===== config.mk =====
export PLATFORM = sky130hd
export DESIGN_NAME = humidity_temp_frame_decoder_core_flat
export DESIGN_NICKNAME = d
export VERILOG_FILES = /design/src/sv/htfd_pkg.sv /design/src/sv/htfd_ifs.sv /design/src/sv/humidity_temp_frame_decoder_core.sv /design/src/sv/htfd_convert.sv /design/src/flat_wrapper.sv
export SDC_FILE = /design/constraint.sdc
export NUM_CORES = 1
export LEC_CHECK = 0
export BUFFER_PORTS_ARGS = -buffer_cell sky130_fd_sc_hd__buf_4
export CAP_MARGIN = 20
export CORE_MARGIN = 2
export CORE_UTILIZATION = 55
export CTS_CLUSTER_DIAMETER = 100
export DETAILED_ROUTE_END_ITERATION = 12
export PLACE_DENSITY_LB_ADDON = 0.25
export SYNTH_ARGS = -nofsm -noshare
export SYNTH_HDL_FRONTEND = slang
export SYNTH_SLANG_ARGS = --single-unit

===== constraint.sdc =====
create_clock -name i_clk -period 8.9 [get_ports i_clk]
set_input_delay 0.89 -clock i_clk [delete_from_list [all_inputs] [get_ports i_clk]]
set_output_delay 0.89 -clock i_clk [all_outputs]
set_load 0.005 [all_outputs]

===== src/sv/htfd_pkg.sv =====
// types, constants and the crc-8 byte update of the humidity/temperature frame decoder
// no dependencies; compiled first

package htfd_pkg;

    typedef logic [7:0]         t_byte;
    typedef logic [15:0]        t_word;
    typedef logic signed [14:0] t_temp_centi;
    typedef logic [13:0]        t_hum_centi;
    typedef logic [6:0]         t_hum_pct;

    localparam t_byte       CRC_POLY     = 8'h31;
    localparam t_byte       CRC_INIT     = 8'hFF;
    localparam logic [14:0] TEMP_SPAN    = 15'd17500;
    localparam logic [15:0] TEMP_OFFSET  = 16'd4500;
    localparam logic [13:0] HUM_SPAN     = 14'd10000;
    localparam logic [6:0]  PERCENT_SPAN = 7'd100;

    // byte position inside the six-byte frame
    typedef enum logic [5:0] {
        POS_T_HI  = 6'b000001,
        POS_T_LO  = 6'b000010,
        POS_T_CRC = 6'b000100,
        POS_H_HI  = 6'b001000,
        POS_H_LO  = 6'b010000,
        POS_H_CRC = 6'b100000
    } t_pos;

    // both words of a finished frame with their check outcomes
    typedef struct packed {
        t_word temp_word;
        logic  temp_ok;
        t_word hum_word;
        logic  hum_ok;
    } t_frame;

    typedef struct packed {
        t_temp_centi temperature_centi;
        logic        temperature_ok;
        t_hum_centi  humidity_centi;
        t_hum_pct    humidity_percent;
        logic        humidity_ok;
    } t_result;

    // msb-first crc-8, no reflection, no final xor
    function automatic t_byte crc_byte_update(input t_byte crc, input t_byte b);
        t_byte c;
        c = crc ^ b;
        for (int i = 0; i < 8; i++) begin
            if (c[7]) begin
                c = {c[6:0], 1'b0} ^ CRC_POLY;
            end else begin
                c = {c[6:0], 1'b0};
            end
        end
        return c;
    endfunction

endpackage


===== src/sv/htfd_ifs.sv =====
// valid/ready channel interfaces: received bytes in, decoded results out
// depends on htfd_pkg

interface htfd_byte_if;
    logic             valid;
    logic             ready;
    htfd_pkg::t_byte  rx_byte;

    modport source (output valid, output rx_byte, input ready);
    modport sink   (input valid, input rx_byte, output ready);
endinterface

interface htfd_result_if;
    logic                  valid;
    logic                  ready;
    htfd_pkg::t_temp_centi temperature_centi;
    logic                  temperature_ok;
    htfd_pkg::t_hum_centi  humidity_centi;
    htfd_pkg::t_hum_pct    humidity_percent;
    logic                  humidity_ok;

    modport source (output valid, output temperature_centi, output temperature_ok,
                    output humidity_centi, output humidity_percent, output humidity_ok,
                    input ready);
    modport sink   (input valid, input temperature_centi, input temperature_ok,
                    input humidity_centi, input humidity_percent, input humidity_ok,
                    output ready);
endinterface


===== src/sv/humidity_temp_frame_decoder_core.sv =====
// top level of the humidity/temperature frame decoder: framing, crc check, result pipeline
// depends on htfd_pkg, htfd_ifs and htfd_convert

// Bytes read back from the sensor enter on i_byte, one byte per accepted
// handshake, in frame order: temperature high, low, crc, then humidity high,
// low, crc. Each two-byte value is checked with crc-8 (poly 0x31, init 0xFF)
// on its own. Every sixth byte produces one result on o_result: temperature in
// hundredths of a degree and humidity in hundredths and whole percent, each
// zeroed with its ok flag low when its crc byte did not match. A byte is taken
// every clock cycle while results drain; the crc update runs on the incoming
// byte in the same cycle it is accepted. After the last byte of a frame is
// accepted, one register holds the finished frame and a second holds the
// scaled values behind one multiply of at most 16x15 per field. The input only
// stalls when both registers are full and o_result is not ready.
// No clearing pass after reset; the frame position restarts at the first byte.

module humidity_temp_frame_decoder_core (
    input  logic          i_clk,
    input  logic          i_rst_n,
    htfd_byte_if.sink     i_byte,
    htfd_result_if.source o_result
);
    import htfd_pkg::*;

    // frame tracking state
    t_pos    r_pos,       n_pos;
    t_byte   r_crc,       n_crc;
    t_word   r_word,      n_word;
    t_word   r_temp_word, n_temp_word;
    logic    r_temp_ok,   n_temp_ok;

    // finished frame waiting for conversion
    logic    r_s1_valid;
    t_frame  r_s1;
    t_frame  w_frame;

    // result register
    logic    r_out_valid;
    t_result r_out;
    t_result w_result;

    logic    w_accept;
    logic    w_frame_done;
    logic    w_s1_adv;
    logic    w_crc_match;

    // frame slot moves on when the result register is free or being drained
    assign w_s1_adv     = r_s1_valid && (!r_out_valid || o_result.ready);
    assign i_byte.ready = !r_s1_valid || w_s1_adv;
    assign w_accept     = i_byte.valid && i_byte.ready;
    assign w_crc_match  = (r_crc == i_byte.rx_byte);

    always_comb begin
        n_pos        = r_pos;
        n_crc        = r_crc;
        n_word       = r_word;
        n_temp_word  = r_temp_word;
        n_temp_ok    = r_temp_ok;
        w_frame_done = 1'b0;
        case (r_pos)
            POS_T_LO: begin
                n_crc  = crc_byte_update(r_crc, i_byte.rx_byte);
                n_word = {r_word[15:8], i_byte.rx_byte};
                n_pos  = POS_T_CRC;
            end
            POS_H_LO: begin
                n_crc  = crc_byte_update(r_crc, i_byte.rx_byte);
                n_word = {r_word[15:8], i_byte.rx_byte};
                n_pos  = POS_H_CRC;
            end
            POS_T_CRC: begin
                n_temp_word = r_word;
                n_temp_ok   = w_crc_match;
                n_crc       = CRC_INIT;
                n_pos       = POS_H_HI;
            end
            POS_H_CRC: begin
                n_crc        = CRC_INIT;
                n_pos        = POS_T_HI;
                w_frame_done = 1'b1;
            end
            POS_H_HI: begin
                n_crc  = crc_byte_update(CRC_INIT, i_byte.rx_byte);
                n_word = {i_byte.rx_byte, 8'h00};
                n_pos  = POS_H_LO;
            end
            default: begin
                // first byte of a frame, also any stray position
                n_crc  = crc_byte_update(CRC_INIT, i_byte.rx_byte);
                n_word = {i_byte.rx_byte, 8'h00};
                n_pos  = POS_T_LO;
            end
        endcase
    end

    always_comb begin
        w_frame.temp_word = r_temp_word;
        w_frame.temp_ok   = r_temp_ok;
        w_frame.hum_word  = r_word;
        w_frame.hum_ok    = w_crc_match;
    end

    always_ff @(posedge i_clk) begin
        if (!i_rst_n) begin
            r_pos <= POS_T_HI;
        end else if (w_accept) begin
            r_pos <= n_pos;
        end
    end

    always_ff @(posedge i_clk) begin
        if (w_accept) begin
            r_crc       <= n_crc;
            r_word      <= n_word;
            r_temp_word <= n_temp_word;
            r_temp_ok   <= n_temp_ok;
        end
    end

    always_ff @(posedge i_clk) begin
        if (!i_rst_n) begin
            r_s1_valid <= 1'b0;
        end else if (w_accept && w_frame_done) begin
            r_s1_valid <= 1'b1;
        end else if (w_s1_adv) begin
            r_s1_valid <= 1'b0;
        end
    end

    always_ff @(posedge i_clk) begin
        if (w_accept && w_frame_done) begin
            r_s1 <= w_frame;
        end
    end

    // scaling of both words
    htfd_convert u_convert (
        .i_frame  (r_s1),
        .o_result (w_result)
    );

    always_ff @(posedge i_clk) begin
        if (!i_rst_n) begin
            r_out_valid <= 1'b0;
        end else if (w_s1_adv) begin
            r_out_valid <= 1'b1;
        end else if (o_result.ready) begin
            r_out_valid <= 1'b0;
        end
    end

    always_ff @(posedge i_clk) begin
        if (w_s1_adv) begin
            r_out <= w_result;
        end
    end

    assign o_result.valid             = r_out_valid;
    assign o_result.temperature_centi = r_out.temperature_centi;
    assign o_result.temperature_ok    = r_out.temperature_ok;
    assign o_result.humidity_centi    = r_out.humidity_centi;
    assign o_result.humidity_percent  = r_out.humidity_percent;
    assign o_result.humidity_ok       = r_out.humidity_ok;

    // failed temperature check reports zero
    a_temp_zero: assert property (@(posedge i_clk) disable iff (!i_rst_n)
        (o_result.valid && !o_result.temperature_ok) |-> (o_result.temperature_centi == 15'sd0))
        else $error("temperature not zero on failed check");

    // failed humidity check reports zero in both units
    a_hum_zero: assert property (@(posedge i_clk) disable iff (!i_rst_n)
        (o_result.valid && !o_result.humidity_ok)
            |-> (o_result.humidity_centi == 14'd0 && o_result.humidity_percent == 7'd0))
        else $error("humidity not zero on failed check");

    // whole percent agrees with the hundredths value
    a_pct_match: assert property (@(posedge i_clk) disable iff (!i_rst_n)
        o_result.valid |-> (({7'd0, o_result.humidity_percent} * 14'd100
                                <= o_result.humidity_centi)
                            && ({7'd0, o_result.humidity_percent} * 14'd100 + 14'd100
                                > o_result.humidity_centi)))
        else $error("whole percent inconsistent with hundredths");

    // last byte of a frame always fills the frame slot
    a_frame_load: assert property (@(posedge i_clk) disable iff (!i_rst_n)
        (w_accept && r_pos == POS_H_CRC) |=> r_s1_valid)
        else $error("finished frame not captured");

endmodule


===== src/sv/htfd_convert.sv =====
// scales the raw temperature and humidity words into hundredths and whole percent
// depends on htfd_pkg

module htfd_convert (
    input  htfd_pkg::t_frame  i_frame,
    output htfd_pkg::t_result o_result
);
    import htfd_pkg::*;

    // floor(x / 65535) for x below 2^31: x + (x >> 16) + 1, then >> 16
    function automatic logic [15:0] div_word_full(input logic [31:0] x);
        logic [32:0] s;
        s = {1'b0, x} + {17'd0, x[31:16]} + 33'd1;
        return s[31:16];
    endfunction

    logic [30:0] w_temp_prod;
    logic [29:0] w_hum_prod;
    logic [22:0] w_pct_prod;
    logic [15:0] w_temp_q;
    logic [15:0] w_hum_q;
    logic [15:0] w_pct_q;
    logic [15:0] w_temp_val;

    assign w_temp_prod = {15'd0, i_frame.temp_word} * {16'd0, TEMP_SPAN};
    assign w_hum_prod  = {14'd0, i_frame.hum_word} * {16'd0, HUM_SPAN};
    // whole percent straight from the word: nested floors collapse
    assign w_pct_prod  = {7'd0, i_frame.hum_word} * {16'd0, PERCENT_SPAN};

    assign w_temp_q = div_word_full({1'b0, w_temp_prod});
    assign w_hum_q  = div_word_full({2'b00, w_hum_prod});
    assign w_pct_q  = div_word_full({9'd0, w_pct_prod});

    assign w_temp_val = w_temp_q - TEMP_OFFSET;

    always_comb begin
        o_result.temperature_ok    = i_frame.temp_ok;
        o_result.temperature_centi = i_frame.temp_ok ? t_temp_centi'(w_temp_val[14:0])
                                                     : t_temp_centi'(0);
        o_result.humidity_ok       = i_frame.hum_ok;
        o_result.humidity_centi    = i_frame.hum_ok ? w_hum_q[13:0] : 14'd0;
        o_result.humidity_percent  = i_frame.hum_ok ? w_pct_q[6:0] : 7'd0;
    end

endmodule

===== src/flat_wrapper.sv =====
// flat-port wrapper written by rule: the top's interface ports become plain ports
module humidity_temp_frame_decoder_core_flat import htfd_pkg::*;
  (i_clk, i_rst_n, i_byte_valid, i_byte_rx_byte, i_byte_ready, o_result_valid, o_result_temperature_centi, o_result_temperature_ok, o_result_humidity_centi, o_result_humidity_percent, o_result_humidity_ok, o_result_ready);
  htfd_byte_if i_byte_i ();
  htfd_result_if o_result_i ();
  input  logic i_clk;
  input  logic i_rst_n;
  input wire logic [$bits(i_byte_i.valid)-1:0] i_byte_valid;
  input wire logic [$bits(i_byte_i.rx_byte)-1:0] i_byte_rx_byte;
  output wire logic [$bits(i_byte_i.ready)-1:0] i_byte_ready;
  output wire logic [$bits(o_result_i.valid)-1:0] o_result_valid;
  output wire logic [$bits(o_result_i.temperature_centi)-1:0] o_result_temperature_centi;
  output wire logic [$bits(o_result_i.temperature_ok)-1:0] o_result_temperature_ok;
  output wire logic [$bits(o_result_i.humidity_centi)-1:0] o_result_humidity_centi;
  output wire logic [$bits(o_result_i.humidity_percent)-1:0] o_result_humidity_percent;
  output wire logic [$bits(o_result_i.humidity_ok)-1:0] o_result_humidity_ok;
  input wire logic [$bits(o_result_i.ready)-1:0] o_result_ready;
  assign i_byte_i.valid = i_byte_valid;
  assign i_byte_i.rx_byte = i_byte_rx_byte;
  assign i_byte_ready = i_byte_i.ready;
  assign o_result_valid = o_result_i.valid;
  assign o_result_temperature_centi = o_result_i.temperature_centi;
  assign o_result_temperature_ok = o_result_i.temperature_ok;
  assign o_result_humidity_centi = o_result_i.humidity_centi;
  assign o_result_humidity_percent = o_result_i.humidity_percent;
  assign o_result_humidity_ok = o_result_i.humidity_ok;
  assign o_result_i.ready = o_result_ready;
  humidity_temp_frame_decoder_core u_core (.i_clk(i_clk), .i_rst_n(i_rst_n), .i_byte(i_byte_i), .o_result(o_result_i));
endmodule

==> impl_table.tex <==
\begin{tabular}{lr}
\hline
Metric & Value \\
\hline
\multicolumn{2}{l}{\textbf{Timing}} \\
Final Setup Violations & 0 \\
Hold slack & 0.416 ns \\
Max Transition Viols Final & 0 \\
RSZ-0062 raised after global routing & no \\
Worst-case clock skew & 0.0131 ns \\
Relative slew margins & 31.6\% \\
Measured slew at the worst slew-check pin & 1.02 ns \\
Count of endpoints failing hold in the final timing report & 0 \\
Accumulated negative setup slack & 0 ns \\
Highest Clock Rate & 121 MHz \\
Final critical-path share of the clock period & 93.0\% \\
Time the worst path needs with I/O delays and setup & 8.28 ns \\
\multicolumn{2}{l}{\textbf{Setup path}} \\
Worst flop-to-flop path startpoint & u\_core.r\_s1[29] \\
Reg2reg end & u\_core.o\_result.temperature\_centi[12] \\
Signal arrival time at the worst endpoint & 8.54 ns \\
Reg2reg setup slack & 0.62 ns \\
Crit path launch type & flip-flop \\
Peak per-stage delay on the critical path & 0.75 ns \\
CP max stage cell & o311ai\_1 \\
Number of buffer and inverter stages on the critical path & 4 \\
Critical Path Most Common Cell & ha\_1 \\
Critical Path End Type & flip-flop \\
Highest net fanout along the worst path & 9 \\
Critical path startpoint & u\_core.r\_s1[29] \\
Number of cell instances on the worst register-to-register path & 29 \\
CP Class & reg -> reg \\
Family of cells with the greatest summed delay on the critical path & compound AO/OA/AOI/OAI gates \\
Required time of the critical path & a little over 9 ns \\
\multicolumn{2}{l}{\textbf{Placement}} \\
Detailed Place HPWL & 27000 um \\
Global placer's final weighted congestion & $\sim$0.93 \\
PortBufs & 51 \\
\multicolumn{2}{l}{\textbf{Min path}} \\
Number of stages on the worst hold path & 0 \\
Worst Hold Path EP & u\_core.r\_s1[26] \\
HP Class & reg -> reg \\
Hold\_sp & u\_core.r\_temp\_word[8] \\
\multicolumn{2}{l}{\textbf{Floorplanning}} \\
Height of the chip & around 170 um \\
Number of top-level pins & 52 \\
Starting density of the core & a little under three fifths \\
Placeable core region & 26100 um\^{}2 \\
Floorplan die area & $\sim$28000 um\^{}2 \\
Row Count & 59 \\
Die extent in x & 167 um \\
\multicolumn{2}{l}{\textbf{Drt}} \\
Number of vias per cell & between 5 and 6 \\
Antenna violation net count after detailed routing & 0 \\
Total number of vias & roughly 11k \\
Number of DRC markers in iteration 0 & approximately 800 \\
Wire length per cell after detailed routing & 17.1 um \\
Sum of routed wire length over all layers & 33100 um \\
1st-pass router iterations & 5 \\
DRC & 0 \\
\multicolumn{2}{l}{\textbf{Finish}} \\
Filler cells & 2168 \\
Number of diodes added for antenna fixing & 0 \\
Sequential standard cell area & about 3600 um\^{}2 \\
Area delta synth->final & 9.23\% \\
Share of post-route cells with drive strength above 1 & roughly 8\% \\
Utilization after layout & 61.3\% \\
Nets & about 1.9k \\
Multi-input logic area & 9860 um\^{}2 \\
\multicolumn{2}{l}{\textbf{Clock network}} \\
CTS sink cnt & 121 \\
Clock insertion delay at the later pin of the skew report & $\sim$0.42 ns \\
Clock Tree Buf Depth & 2 \\
TritonCTS clock tree & done \\
Clock root buffer master & clkbuf\_16 \\
Post-CTS clock slew at the launch and capture registers of the worst setup and hold paths & 0.06 ns \\
Post-CTS Hold Buffers & 0 \\
\# resized after CTS & 0 \\
Number of buffers created by CTS & 17 \\
Count of buffers added by post-CTS timing repair for setup & 0 \\
Maximum level of the CTS H-tree & 4 \\
\multicolumn{2}{l}{\textbf{Synth}} \\
Synthesized cell area & roughly 15000 um\^{}2 \\
Mean Syn Cell Area & 9.53 um\^{}2 \\
Post-synth net total & 1882 \\
Post-synth ARST share & 0\% \\
Biggest area consumer among synthesized cells & edfxtp\_1 \\
Share of the yosys chip area belonging to registers & 24.3\% \\
Cells taking the most area after synthesis & edfxtp\_1 (23\%), ha\_1 (21\%), fa\_1 (12\%), inv\_1 (7.7\%), xnor2\_1 (4.4\%) \\
Top cell types by occurrence after synthesis & inv\_1 (299), ha\_1 (246), edfxtp\_1 (113), fa\_1 (91) \\
Distinct cell type count of the synthesized netlist & 91 \\
Post-synth top area share & 23.2\% \\
Most numerous cell in the Yosys netlist & inv\_1 \\
Post-synth EDFFs & about 110 \\
Primary flip-flop cell chosen by synthesis mapping & edfxtp\_1 \\
Post-synthesis sequential element count & 121 \\
Synthesized instance count & 1533 \\
Synth warnings & 0 \\
\multicolumn{2}{l}{\textbf{Status}} \\
Outcome & finished, final reports clean \\
\multicolumn{2}{l}{\textbf{GRT}} \\
First-pass GRT wire length & 54900 um \\
Pin count of the biggest net entering global routing & 39 \\
Overall global routing resource usage & 24.4\% \\
Overall overflow remaining after global route & 0 \\
Via count of the first global-routing pass & 10.9k \\
Number of antenna violations at the first check in global routing & 1 \\
\multicolumn{2}{l}{\textbf{Pwr}} \\
Total Power Consumption & 1410 uW \\
Power Density & 88.3 nW/um\^{}2 \\
VDD IR max & between 0.1 and 0.15 mV \\
Leakage & 0.00751 uW \\
\multicolumn{2}{l}{\textbf{Run}} \\
Max-cap violations & 0 \\
\hline
\end{tabular}
## registers in the layout, indices dropped and copies added (netlist names), 6 cells and up
| register | flops |
|---|---|
| u_core.r_temp_word | 16 |
| u_core.o_result.temperature_centi | 15 |
| u_core.o_result.humidity_centi | 14 |
| u_core.r_word | 16 |
| u_core.r_pos | 6 |
| u_core.r_crc | 8 |
| u_core.r_s1 | 34 |
| u_core.o_result.humidity_percent | 7 |
## cells in the final DEF, fill, tap and decap left out, types with 15 or more instances in the layout
cell / instances
inv_1: 299
ha_1: 246
edfxtp_1: 113
fa_1: 91
nand2_1: 75
a21oi_1: 75
xnor2_1: 74
nor2_1: 68
buf_4: 55
o21ai_0: 45
nand3_1: 34
nor3_1: 32
a21o_1: 27
and2_1: 21
nor2b_1: 19
xor2_1: 19
clkbuf_16: 17
nand2b_1: 15
o211ai_1: 15
## worst reg2reg max path: cells and delay by family (launching register included)
family / cells / cell delay [ns]
multiplexers: 2 / 0.51
buffers and inverters: 4 / 0.19
AND/OR/NAND/NOR: 2 / 0.32
adder cells (fa/ha/maj): 8 / 3.16
XOR/XNOR: 1 / 0.24
AO/OA/AOI/OAI: 12 / 3.17
flip-flops: 1 / 0.53
## how the worst max path moves through the flow
stage / to / slack, ns / cells past startpoint
2_1_floorplan: u_core.o_result.humidity_centi[13] / 1.63 / 32
3_5_place_dp: u_core.o_result.temperature_centi[10] / 0.73 / 29
3_3_place_gp: u_core.o_result.temperature_centi[14] / 0.96 / 29
6_report: u_core.o_result.temperature_centi[12] / 0.62 / 29
4_1_cts: u_core.o_result.temperature_centi[10] / 0.70 / 29
5_1_grt: u_core.o_result.temperature_centi[10] / 0.05 / 29
## per-stage QoR
stage	setup WS (ns)	cells	area (um^2)
2_1_floorplan	1.63	1533	14600
3_3_place_gp	0.962	1902	15400
3_5_place_dp	0.733	1902	15400
4_1_cts	0.696	1934	15900
5_1_grt	0.0475	1936	16000
6_report	0.624	1936	16000
## layout make-up
class | count | share of cell area, %
multi-input combinational | 1091 | 61.8
sequential | 121 | 22.3
tap | 335 | 2.63
clock inverter | 14 | 0.784
inverter | 300 | 7.05
timing repair buffer | 57 | 2.76
clock buffer | 18 | 2.75
## power breakdown
group	internal (uW)	switching [uW]	leakage (uW)
registers	633	6.74	0.00110
clock network	377	291	0.000287
logic	47.9	52.8	0.00612
total	1060	351	0.00751
## per-layer routing
layer / track usage (%) / wire length [um]
met1: 34.3 / 15700
met3: 2.40 / 1440
met2: 40.1 / 15400
met4: 6.82 / 622
met5: 0 / 0
## kinds of logic (layout without fill, tap and decap cells)
group / Yosys count / after routing / share of synthesized area [%]
buffers and inverters: 321 / 389 / 8.27
adder cells (fa/ha/maj): 337 / 337 / 33.5
XOR/XNOR: 95 / 95 / 5.84
AND/OR/NAND/NOR: 354 / 354 / 12.6
AO/OA/AOI/OAI: 292 / 292 / 14.5
multiplexers: 13 / 13 / 0.916
flip-flops: 121 / 121 / 24.3
(Power assumes the default switching activity.)
